**config.mk**
```make
export PLATFORM = sky130hd
export DESIGN_NAME = seven_segment_number_formatter
export DESIGN_NICKNAME = d
export VERILOG_FILES = /design/src/rtl/ssnf_pkg.sv /design/src/rtl/ssnf_split.sv /design/src/rtl/ssnf_render.sv /design/src/rtl/seven_segment_number_formatter.sv
export SDC_FILE = /design/constraint.sdc
export NUM_CORES = 1
export LEC_CHECK = 0
export BUFFER_PORTS_ARGS = -buffer_cell sky130_fd_sc_hd__buf_2
export CORE_MARGIN = 10
export CORE_UTILIZATION = 40
export DETAILED_ROUTE_END_ITERATION = 10
export PLACE_DENSITY = 0.56
export SETUP_SLACK_MARGIN = 0.3
export SLEW_MARGIN = 15
export SYNTH_ARGS = -nofsm -noshare
export SYNTH_HDL_FRONTEND = slang
export SYNTH_SLANG_ARGS = --single-unit
```
**constraint.sdc**
```tcl
create_clock -name clk_i -period 6.8 [get_ports clk_i]
set_input_delay 0.34 -clock clk_i [delete_from_list [all_inputs] [get_ports clk_i]]
set_output_delay 0.34 -clock clk_i [all_outputs]
set_load 0.01 [all_outputs]
```
**src/rtl/ssnf_pkg.sv**
```systemverilog
// Shared types, constants and the digit segment table for the seven-segment
// number formatter. No dependencies.
`timescale 1ns / 1ps
`default_nettype none

package ssnf_pkg;

  localparam int unsigned MantW     = 16;
  localparam int unsigned PrecW     = 3;
  localparam int unsigned MagW      = 14;   // holds up to 9999
  localparam int unsigned ProdW     = 28;

  localparam logic [PrecW-1:0] MAX_PRECISION = 3'd3;

  localparam logic [MantW-1:0] NEG_LIMIT = 16'd999;
  localparam logic [MantW-1:0] POS_LIMIT = 16'd9999;
  localparam logic [7:0]       TIME_LIMIT = 8'd99;

  // Reciprocal constants: exact quotients for the value ranges used here
  localparam logic [ProdW-1:0] RECIP_10   = 28'd6554;   // >> 16
  localparam logic [ProdW-1:0] RECIP_100  = 28'd5243;   // >> 19
  localparam logic [ProdW-1:0] RECIP_1000 = 28'd8389;   // >> 23
  localparam logic [15:0]      RECIP_TIME = 16'd205;    // >> 11

  localparam logic [7:0] SEG_NONE  = 8'h00;
  localparam logic [7:0] SEG_A     = 8'h01;
  localparam logic [7:0] SEG_B     = 8'h02;
  localparam logic [7:0] SEG_D     = 8'h08;
  localparam logic [7:0] SEG_G     = 8'h40;
  localparam logic [7:0] SEG_POINT = 8'h80;

  typedef enum logic [1:0] {
    OP_NUMBER = 2'd0,
    OP_TIME   = 2'd1,
    OP_BLANK  = 2'd2,
    OP_ERROR  = 2'd3
  } ssnf_op_e;

  typedef struct packed {
    ssnf_op_e          op;
    logic signed [15:0] mantissa;
    logic [2:0]        precision;
    logic [7:0]        hour;
    logic [7:0]        minute;
  } ssnf_in_t;

  typedef struct packed {
    logic [7:0] slot_zero;
    logic [7:0] slot_one;
    logic [7:0] slot_two;
    logic [7:0] slot_three;
    logic [7:0] slot_four;
  } ssnf_out_t;

  // Between the split and render stages
  typedef struct packed {
    logic             valid;
    ssnf_op_e         op;
    logic             err;
    logic             neg;
    logic [PrecW-1:0] prec;
    logic [MagW-1:0]  mag;
    logic [9:0]       q10;
    logic [6:0]       q100;
    logic [3:0]       q1000;
    logic [6:0]       hour;
    logic [3:0]       hour_tens;
    logic [6:0]       minute;
    logic [3:0]       minute_tens;
  } ssnf_mid_t;

  function automatic logic [7:0] digit_seg(input logic [3:0] d);
    logic [7:0] s;
    case (d)
      4'd0: s = 8'h3F;
      4'd1: s = 8'h06;
      4'd2: s = 8'h5B;
      4'd3: s = 8'h4F;
      4'd4: s = 8'h66;
      4'd5: s = 8'h6D;
      4'd6: s = 8'h7D;
      4'd7: s = 8'h07;
      4'd8: s = 8'h7F;
      4'd9: s = 8'h6F;
      default: s = SEG_NONE;
    endcase
    return s;
  endfunction

endpackage

`default_nettype wire

```
**src/rtl/ssnf_split.sv**
```systemverilog
// First stage: magnitude, range checks and decimal quotients by reciprocal.
// Depends on ssnf_pkg.
`timescale 1ns / 1ps
`default_nettype none

module ssnf_split (
  input  wire logic              clk_i,
  input  wire logic              rst_ni,
  input  wire logic              valid_i,
  input  wire ssnf_pkg::ssnf_in_t item_i,
  output ssnf_pkg::ssnf_mid_t    mid_o
);

  logic                          neg;
  logic [ssnf_pkg::MantW-1:0]    mag_full;
  logic                          num_err;
  logic                          time_err;
  logic [ssnf_pkg::MagW-1:0]     mag;
  logic [ssnf_pkg::ProdW-1:0]    p10, p100, p1000;
  logic [15:0]                   ph, pm;
  ssnf_pkg::ssnf_mid_t           mid_d, mid_q;
  logic                          mid_valid_q;

  always_comb begin
    neg      = item_i.mantissa[15];
    mag_full = neg ? (~item_i.mantissa + 16'd1) : item_i.mantissa;
    num_err  = (item_i.precision > ssnf_pkg::MAX_PRECISION) ||
               (neg ? (mag_full > ssnf_pkg::NEG_LIMIT) : (mag_full > ssnf_pkg::POS_LIMIT));
    time_err = (item_i.hour > ssnf_pkg::TIME_LIMIT) || (item_i.minute > ssnf_pkg::TIME_LIMIT);
    mag      = mag_full[ssnf_pkg::MagW-1:0];

    p10   = ssnf_pkg::ProdW'(mag) * ssnf_pkg::RECIP_10;
    p100  = ssnf_pkg::ProdW'(mag) * ssnf_pkg::RECIP_100;
    p1000 = ssnf_pkg::ProdW'(mag) * ssnf_pkg::RECIP_1000;
    ph    = 16'(item_i.hour) * ssnf_pkg::RECIP_TIME;
    pm    = 16'(item_i.minute) * ssnf_pkg::RECIP_TIME;

    mid_d.valid       = valid_i;
    mid_d.op          = item_i.op;
    unique case (item_i.op)
      ssnf_pkg::OP_NUMBER: mid_d.err = num_err;
      ssnf_pkg::OP_TIME:   mid_d.err = time_err;
      ssnf_pkg::OP_BLANK:  mid_d.err = 1'b0;
      ssnf_pkg::OP_ERROR:  mid_d.err = 1'b1;
    endcase
    mid_d.neg         = neg;
    mid_d.prec        = item_i.precision;
    mid_d.mag         = mag;
    mid_d.q10         = p10[25:16];
    mid_d.q100        = p100[25:19];
    mid_d.q1000       = p1000[26:23];
    mid_d.hour        = item_i.hour[6:0];
    mid_d.hour_tens   = ph[14:11];
    mid_d.minute      = item_i.minute[6:0];
    mid_d.minute_tens = pm[14:11];
  end

  // valid resets, the rest is payload
  always_ff @(posedge clk_i or negedge rst_ni) begin
    if (!rst_ni) begin
      mid_valid_q <= 1'b0;
    end else begin
      mid_valid_q <= mid_d.valid;
    end
  end

  always_ff @(posedge clk_i) begin
    mid_q <= mid_d;
  end

  always_comb begin
    mid_o       = mid_q;
    mid_o.valid = mid_valid_q;
  end

endmodule

`default_nettype wire

```
**src/rtl/ssnf_render.sv**
```systemverilog
// Second stage: digits, leading-zero blanking, point and mode select into
// the result register. Depends on ssnf_pkg.
`timescale 1ns / 1ps
`default_nettype none

module ssnf_render (
  input  wire logic                clk_i,
  input  wire logic                rst_ni,
  input  wire ssnf_pkg::ssnf_mid_t mid_i,
  output logic                     valid_o,
  output ssnf_pkg::ssnf_out_t      result_o
);

  logic [ssnf_pkg::MagW-1:0] rem0;
  logic [9:0]                rem1;
  logic [6:0]                rem2;
  logic [3:0]                dig [4];
  logic                      lz  [4];
  logic [7:0]                seg [4];
  logic [6:0]                h_ones, m_ones;
  ssnf_pkg::ssnf_out_t       res_d, res_q;
  logic                      valid_q;

  always_comb begin
    // remainder = x - 10*q, with 10*q as two shifts
    rem0   = mid_i.mag - (ssnf_pkg::MagW'(mid_i.q10) << 3) - (ssnf_pkg::MagW'(mid_i.q10) << 1);
    rem1   = mid_i.q10 - (10'(mid_i.q100) << 3) - (10'(mid_i.q100) << 1);
    rem2   = mid_i.q100 - (7'(mid_i.q1000) << 3) - (7'(mid_i.q1000) << 1);
    dig[0] = rem0[3:0];
    dig[1] = rem1[3:0];
    dig[2] = rem2[3:0];
    dig[3] = mid_i.q1000;

    // zero run from the top digit down
    lz[3] = (dig[3] == 4'd0);
    lz[2] = lz[3] && (dig[2] == 4'd0);
    lz[1] = lz[2] && (dig[1] == 4'd0);
    lz[0] = lz[1] && (dig[0] == 4'd0);

    for (int i = 0; i < 4; i++) begin
      seg[i] = (lz[i] && (3'(i) > mid_i.prec)) ? ssnf_pkg::SEG_NONE
                                                 : ssnf_pkg::digit_seg(dig[i]);
      if ((mid_i.prec != 3'd0) && (mid_i.prec == 3'(i))) begin
        seg[i] = seg[i] | ssnf_pkg::SEG_POINT;
      end
    end

    h_ones = mid_i.hour - (7'(mid_i.hour_tens) << 3) - (7'(mid_i.hour_tens) << 1);
    m_ones = mid_i.minute - (7'(mid_i.minute_tens) << 3) - (7'(mid_i.minute_tens) << 1);

    if (mid_i.err) begin
      res_d = '{default: ssnf_pkg::SEG_D};
    end else begin
      unique case (mid_i.op)
        ssnf_pkg::OP_NUMBER: begin
          // minus sign takes the leftmost slot, and any point meant for it
          res_d.slot_zero  = mid_i.neg ? ssnf_pkg::SEG_G : seg[3];
          res_d.slot_one   = seg[2];
          res_d.slot_two   = seg[1];
          res_d.slot_three = seg[0];
          res_d.slot_four  = ssnf_pkg::SEG_NONE;
        end
        ssnf_pkg::OP_TIME: begin
          res_d.slot_zero  = ssnf_pkg::digit_seg(mid_i.hour_tens);
          res_d.slot_one   = ssnf_pkg::digit_seg(h_ones[3:0]);
          res_d.slot_two   = ssnf_pkg::digit_seg(mid_i.minute_tens);
          res_d.slot_three = ssnf_pkg::digit_seg(m_ones[3:0]);
          res_d.slot_four  = ssnf_pkg::SEG_A | ssnf_pkg::SEG_B;
        end
        ssnf_pkg::OP_BLANK: begin
          res_d = '{default: ssnf_pkg::SEG_NONE};
        end
        ssnf_pkg::OP_ERROR: begin
          res_d = '{default: ssnf_pkg::SEG_D};
        end
      endcase
    end
  end

  always_ff @(posedge clk_i or negedge rst_ni) begin
    if (!rst_ni) begin
      valid_q <= 1'b0;
    end else begin
      valid_q <= mid_i.valid;
    end
  end

  always_ff @(posedge clk_i) begin
    res_q <= res_d;
  end

  assign valid_o  = valid_q;
  assign result_o = res_q;

endmodule

`default_nettype wire

```
**src/rtl/seven_segment_number_formatter.sv**
```systemverilog
// Top level of the seven-segment number formatter: input register, split
// and render stages. Depends on ssnf_pkg, ssnf_split and ssnf_render.
//
// Usage: drive a beat on in_i with start_i high; busy_o is never raised, so
// a beat is taken on every clock edge at which start_i is high. Each beat
// gives exactly one result on result_o, marked by result_valid_o for one
// cycle, once the beat has passed the input register, split register and
// result register. The receiver cannot stall: a result is only
// shown for that one cycle and must be captured then. Throughput is one
// beat per cycle; the rate is set by the three-register pipeline, whose
// longest path is the reciprocal multiply of the magnitude in the split
// stage. No state is kept between beats.
`timescale 1ns / 1ps
`default_nettype none

module seven_segment_number_formatter (
  input  wire logic               clk_i,
  input  wire logic               rst_ni,
  input  wire logic               start_i,
  input  wire ssnf_pkg::ssnf_in_t in_i,
  output logic                    busy_o,
  output logic                    result_valid_o,
  output ssnf_pkg::ssnf_out_t     result_o
);

  logic                accept;
  logic                in_valid_q;
  ssnf_pkg::ssnf_in_t  in_q;
  ssnf_pkg::ssnf_mid_t mid;

  // pipeline never backs up, so the block is never busy
  assign busy_o = 1'b0;
  assign accept = start_i && !busy_o;

  always_ff @(posedge clk_i or negedge rst_ni) begin
    if (!rst_ni) begin
      in_valid_q <= 1'b0;
    end else begin
      in_valid_q <= accept;
    end
  end

  // payload capture, no reset needed
  always_ff @(posedge clk_i) begin
    if (accept) begin
      in_q <= in_i;
    end
  end

  ssnf_split u_split (
    .clk_i   (clk_i),
    .rst_ni  (rst_ni),
    .valid_i (in_valid_q),
    .item_i  (in_q),
    .mid_o   (mid)
  );

  ssnf_render u_render (
    .clk_i    (clk_i),
    .rst_ni   (rst_ni),
    .mid_i    (mid),
    .valid_o  (result_valid_o),
    .result_o (result_o)
  );

endmodule

`default_nettype wire

```
==> impl_summary.log <==
[metrics] number of fill cells in the layout: between 3000 and 4000
[metrics] wire length per cell: 16.6 um
[metrics] TritonCTS clock tree: yes
[metrics] DRC violation total after the first TritonRoute iteration: 530
[metrics] async set-reset flop share out of synthesis: 2.29%
[metrics] fin. max-slew vios: 0
[metrics] Pre-antenna DRT Iters: 5
[metrics] number of maximum-capacitance constraint violations: 0
[metrics] number of remaining DRC errors: 0
[metrics] min cycle time layout: about 6300 ps
[metrics] CP Data Arrival Time: 6600 ps
[metrics] Hold Crit Start: in_i[12]
[metrics] post-route fraction of the period consumed by the critical path: 92.3%
[metrics] gpl congestion: 0.884
[metrics] via count: 10700
[metrics] hold-critical path endpoint: in_q[12]
[metrics] layout cells sized above 1: 13.1%
[metrics] via count of the first global-routing pass: 11200
[metrics] CTS sink count: 131
[metrics] register-to-register path setup slack: 530 ps
[metrics] cell area after synthesis: 15300 um^2
[metrics] main area contributors after synthesis: ha_1 (29%), fa_1 (19%), dfxtp_1 (12%), inv_1 (9.2%), edfxtp_1 (7.2%)
[metrics] placed cell count: roughly 2200
[metrics] share of the synthesized area in the top cell type: between 20% and 30%
[metrics] largest net degree at the start of global routing: 39
[metrics] Vert. Die Dim: between 200 and 250 um
[metrics] number of endpoints failing setup at the final stage: 0
[metrics] Yosys top cell by area: ha_1
[metrics] clock tree root buffer cell: clkbuf_16
[metrics] per-instance average area after synthesis: just under 10 um^2
[metrics] remaining global-route overflow: 0
[metrics] Worst setup SP type: flop
[metrics] post-detailed-route count of antenna-violating nets: 0
[metrics] insertion delay of the later-clocked pin in the worst-skew pair: 430 ps
[metrics] critical register-to-register path startpoint: in_q[26]
[metrics] H-tree lvl count: 4
[metrics] slew at the pin closest to its max-slew limit: 991 ps
[metrics] critical path data required time: ~7100 ps
[metrics] buffers from clock root to sink, at most: 2
[metrics] Max Clock Freq: 159 MHz
[metrics] antenna violations before repair: 0
[metrics] detailed-route wire length: 36900 um
[metrics] via count normalized by instance count: 4.83
[metrics] status: completed
[metrics] Post-synth top flop: dfxtp_1
[metrics] number of standard cells in the final layout excluding fillers: around 2200
[metrics] overall global routing resource usage: 16.0%
[metrics] total of buffers placed on input and output ports: 74
[metrics] max-slew headroom at the worst pin: between 30% and 40%
[metrics] share of the yosys chip area belonging to registers: 19.6%
[metrics] class of the worst hold path: in -> reg
[metrics] Layout Nets: 2236
[metrics] type of element capturing the critical path: flop
[metrics] I/O pin cnt: slightly above 80
[metrics] post-layout util: 46.6%
[metrics] core box area: 37800 um^2
[metrics] total clock buffers created by CTS: 17
[metrics] clock slew seen by the registers of the worst setup and hold paths: 70 ps
[metrics] layout overhead on the synthesized area: 14.6%
[metrics] final-report hold violation count: 0
[metrics] row count: 71
[metrics] Hold Crit Depth: 1
[metrics] cell count after synthesis: approximately 1600
[metrics] dpl hpwl: ~31000 um
[metrics] Yosys Warn Count: 0
[metrics] Netlist cell types: 81
[metrics] starting density of the core: 40.6%
[metrics] die area: 46600 um^2
[metrics] worst clock skew: 8.09 ps
[metrics] maximum fanout count along the critical path: 4
[metrics] path depth of the worst reg2reg path: 25
[metrics] number of synthesized register bits: 131
[metrics] global-route wire length before repair: slightly below 60000 um
[metrics] floorplan die width: 216 um
[metrics] number of flops mapped to enable cells by yosys: 37
[metrics] Ant. Diodes: 0
[metrics] setup repair after global routing missed its margin: no
[metrics] CP Class: reg -> reg
[critical path, stage by stage, from the launching register on]
cell and delay, ps:
edfxtp_1 410, or4_4 570, or2_4 270, o311a_4 340
nor2_4 140, clkinvlp_4 130, buf_4 160, ha_4 150
ha_1 270, ha_1 290, inv_1 60, fa_1 530
inv_1 40, ha_1 320, ha_4 170, ha_1 310
and3_1 250, a221oi_4 90, buf_4 140, a21boi_1 420
a21oi_4 130, xnor2_4 260, inv_2 80, ha_1 190
or3_1 380, o311ai_1 80
[layer usage]
layer	vias to the layer above	GRT usage [%]	share of wire (%)	routed length, um
met4	0	3.99	1.7	643
met2	163	28.4	50	18400
met1	5153	20.1	45	16600
met5	-	0	0	0
li1	5361	-	-	-
met3	37	1.89	3.3	1220
[logic make-up (layout without fill, tap and decap cells)]
kind of cell	count (synthesis)	in the layout	synth area share [%]
multiplexers	10	10	0.669
AO/OA/AOI/OAI	213	213	9.60
XOR/XNOR	88	88	5.07
buffers and inverters	398	542	10.0
AND/OR/NAND/NOR	210	210	6.91
other	1	7	0.0244
flip-flops	131	131	19.6
adder cells (fa/ha/maj)	504	504	48.1
[how the worst max path moves through the flow]
stage / from / depth (start not counted) / slack [ps] / end
final: in_q[26] / 25 / 530 / flop
after global routing: in_q[21] / 25 / 250 / flop
after CTS: in_q[21] / 26 / 310 / u_split.mid_o[29]
after detailed placement: in_q[25] / 24 / -60 / u_split.mid_o[29]
after global placement: in_q[25] / 24 / 30 / u_split.mid_o[29]
after floorplan: in_q[26] / 23 / 290 / flop
[cell usage after synthesis (10+ instances only)]
| library cell | count |
|---|---|
| nand3_1 | 16 |
| xnor2_1 | 60 |
| o21ai_0 | 42 |
| dfxtp_1 | 91 |
| a211oi_1 | 13 |
| nor2_1 | 49 |
| inv_1 | 376 |
| nand4_1 | 10 |
| ha_1 | 361 |
| a21o_1 | 18 |
| fa_1 | 143 |
| xor2_1 | 27 |
| edfxtp_1 | 37 |
| nand2_1 | 62 |
| a21oi_1 | 51 |
[stage by stage]
step	setup WS [ps]	TNS, ps	area, um^2	hold slack (ps)
6_report	526	0	17600	83.9
5_1_grt	251	0	17600	61.5
4_1_cts	310	0	17300	64.2
3_5_place_dp	-64.4	-110	16600	139
3_3_place_gp	28.5	0	16600	136
2_1_floorplan	289	0	15400	44.4
[final cells by class]
class | count | area, um^2 | share of cell area (%)
repair buffers | 131 | 855 | 4.86
flip-flops and latches | 131 | 3010 | 17.1
well taps | 511 | 639 | 3.64
clock buffers | 17 | 425 | 2.42
multi-input cells | 1032 | 11100 | 63.0
clock inverters | 15 | 138 | 0.783
inverters | 379 | 1430 | 8.14
[what timing repair did]
| action | in CTS | in global routing |
|---|---|---|
| endpoints found under the setup margin | 11 | 11 |
| endpoints found under the hold margin | 3 | 0 |
| pin swaps | 1 | 10 |
| resized for setup | 11 | 29 |
| hold buffers | 1 | 0 |
| buffers inserted | 4 | 16 |
[cells in the final DEF, fill, tap and decap left out, types with 9 or more instances in the layout]
cell type	instances
o211ai_1	9
nor2_1	47
clkbuf_16	17
nand3_1	15
inv_1	372
ha_1	355
fa_1	143
dfxtp_1	91
a21oi_1	48
xnor2_2	9
buf_2	74
edfxtp_1	37
nand2_1	60
xor2_1	27
xnor2_1	50
nand4_1	10
a21o_1	18
buf_4	51
a211oi_1	10
o21ai_0	40
nand2b_1	9
Power is left out: the tool's default activity adds up to more than one toggle a clock period on the data nets, which glitch-free logic cannot reach.
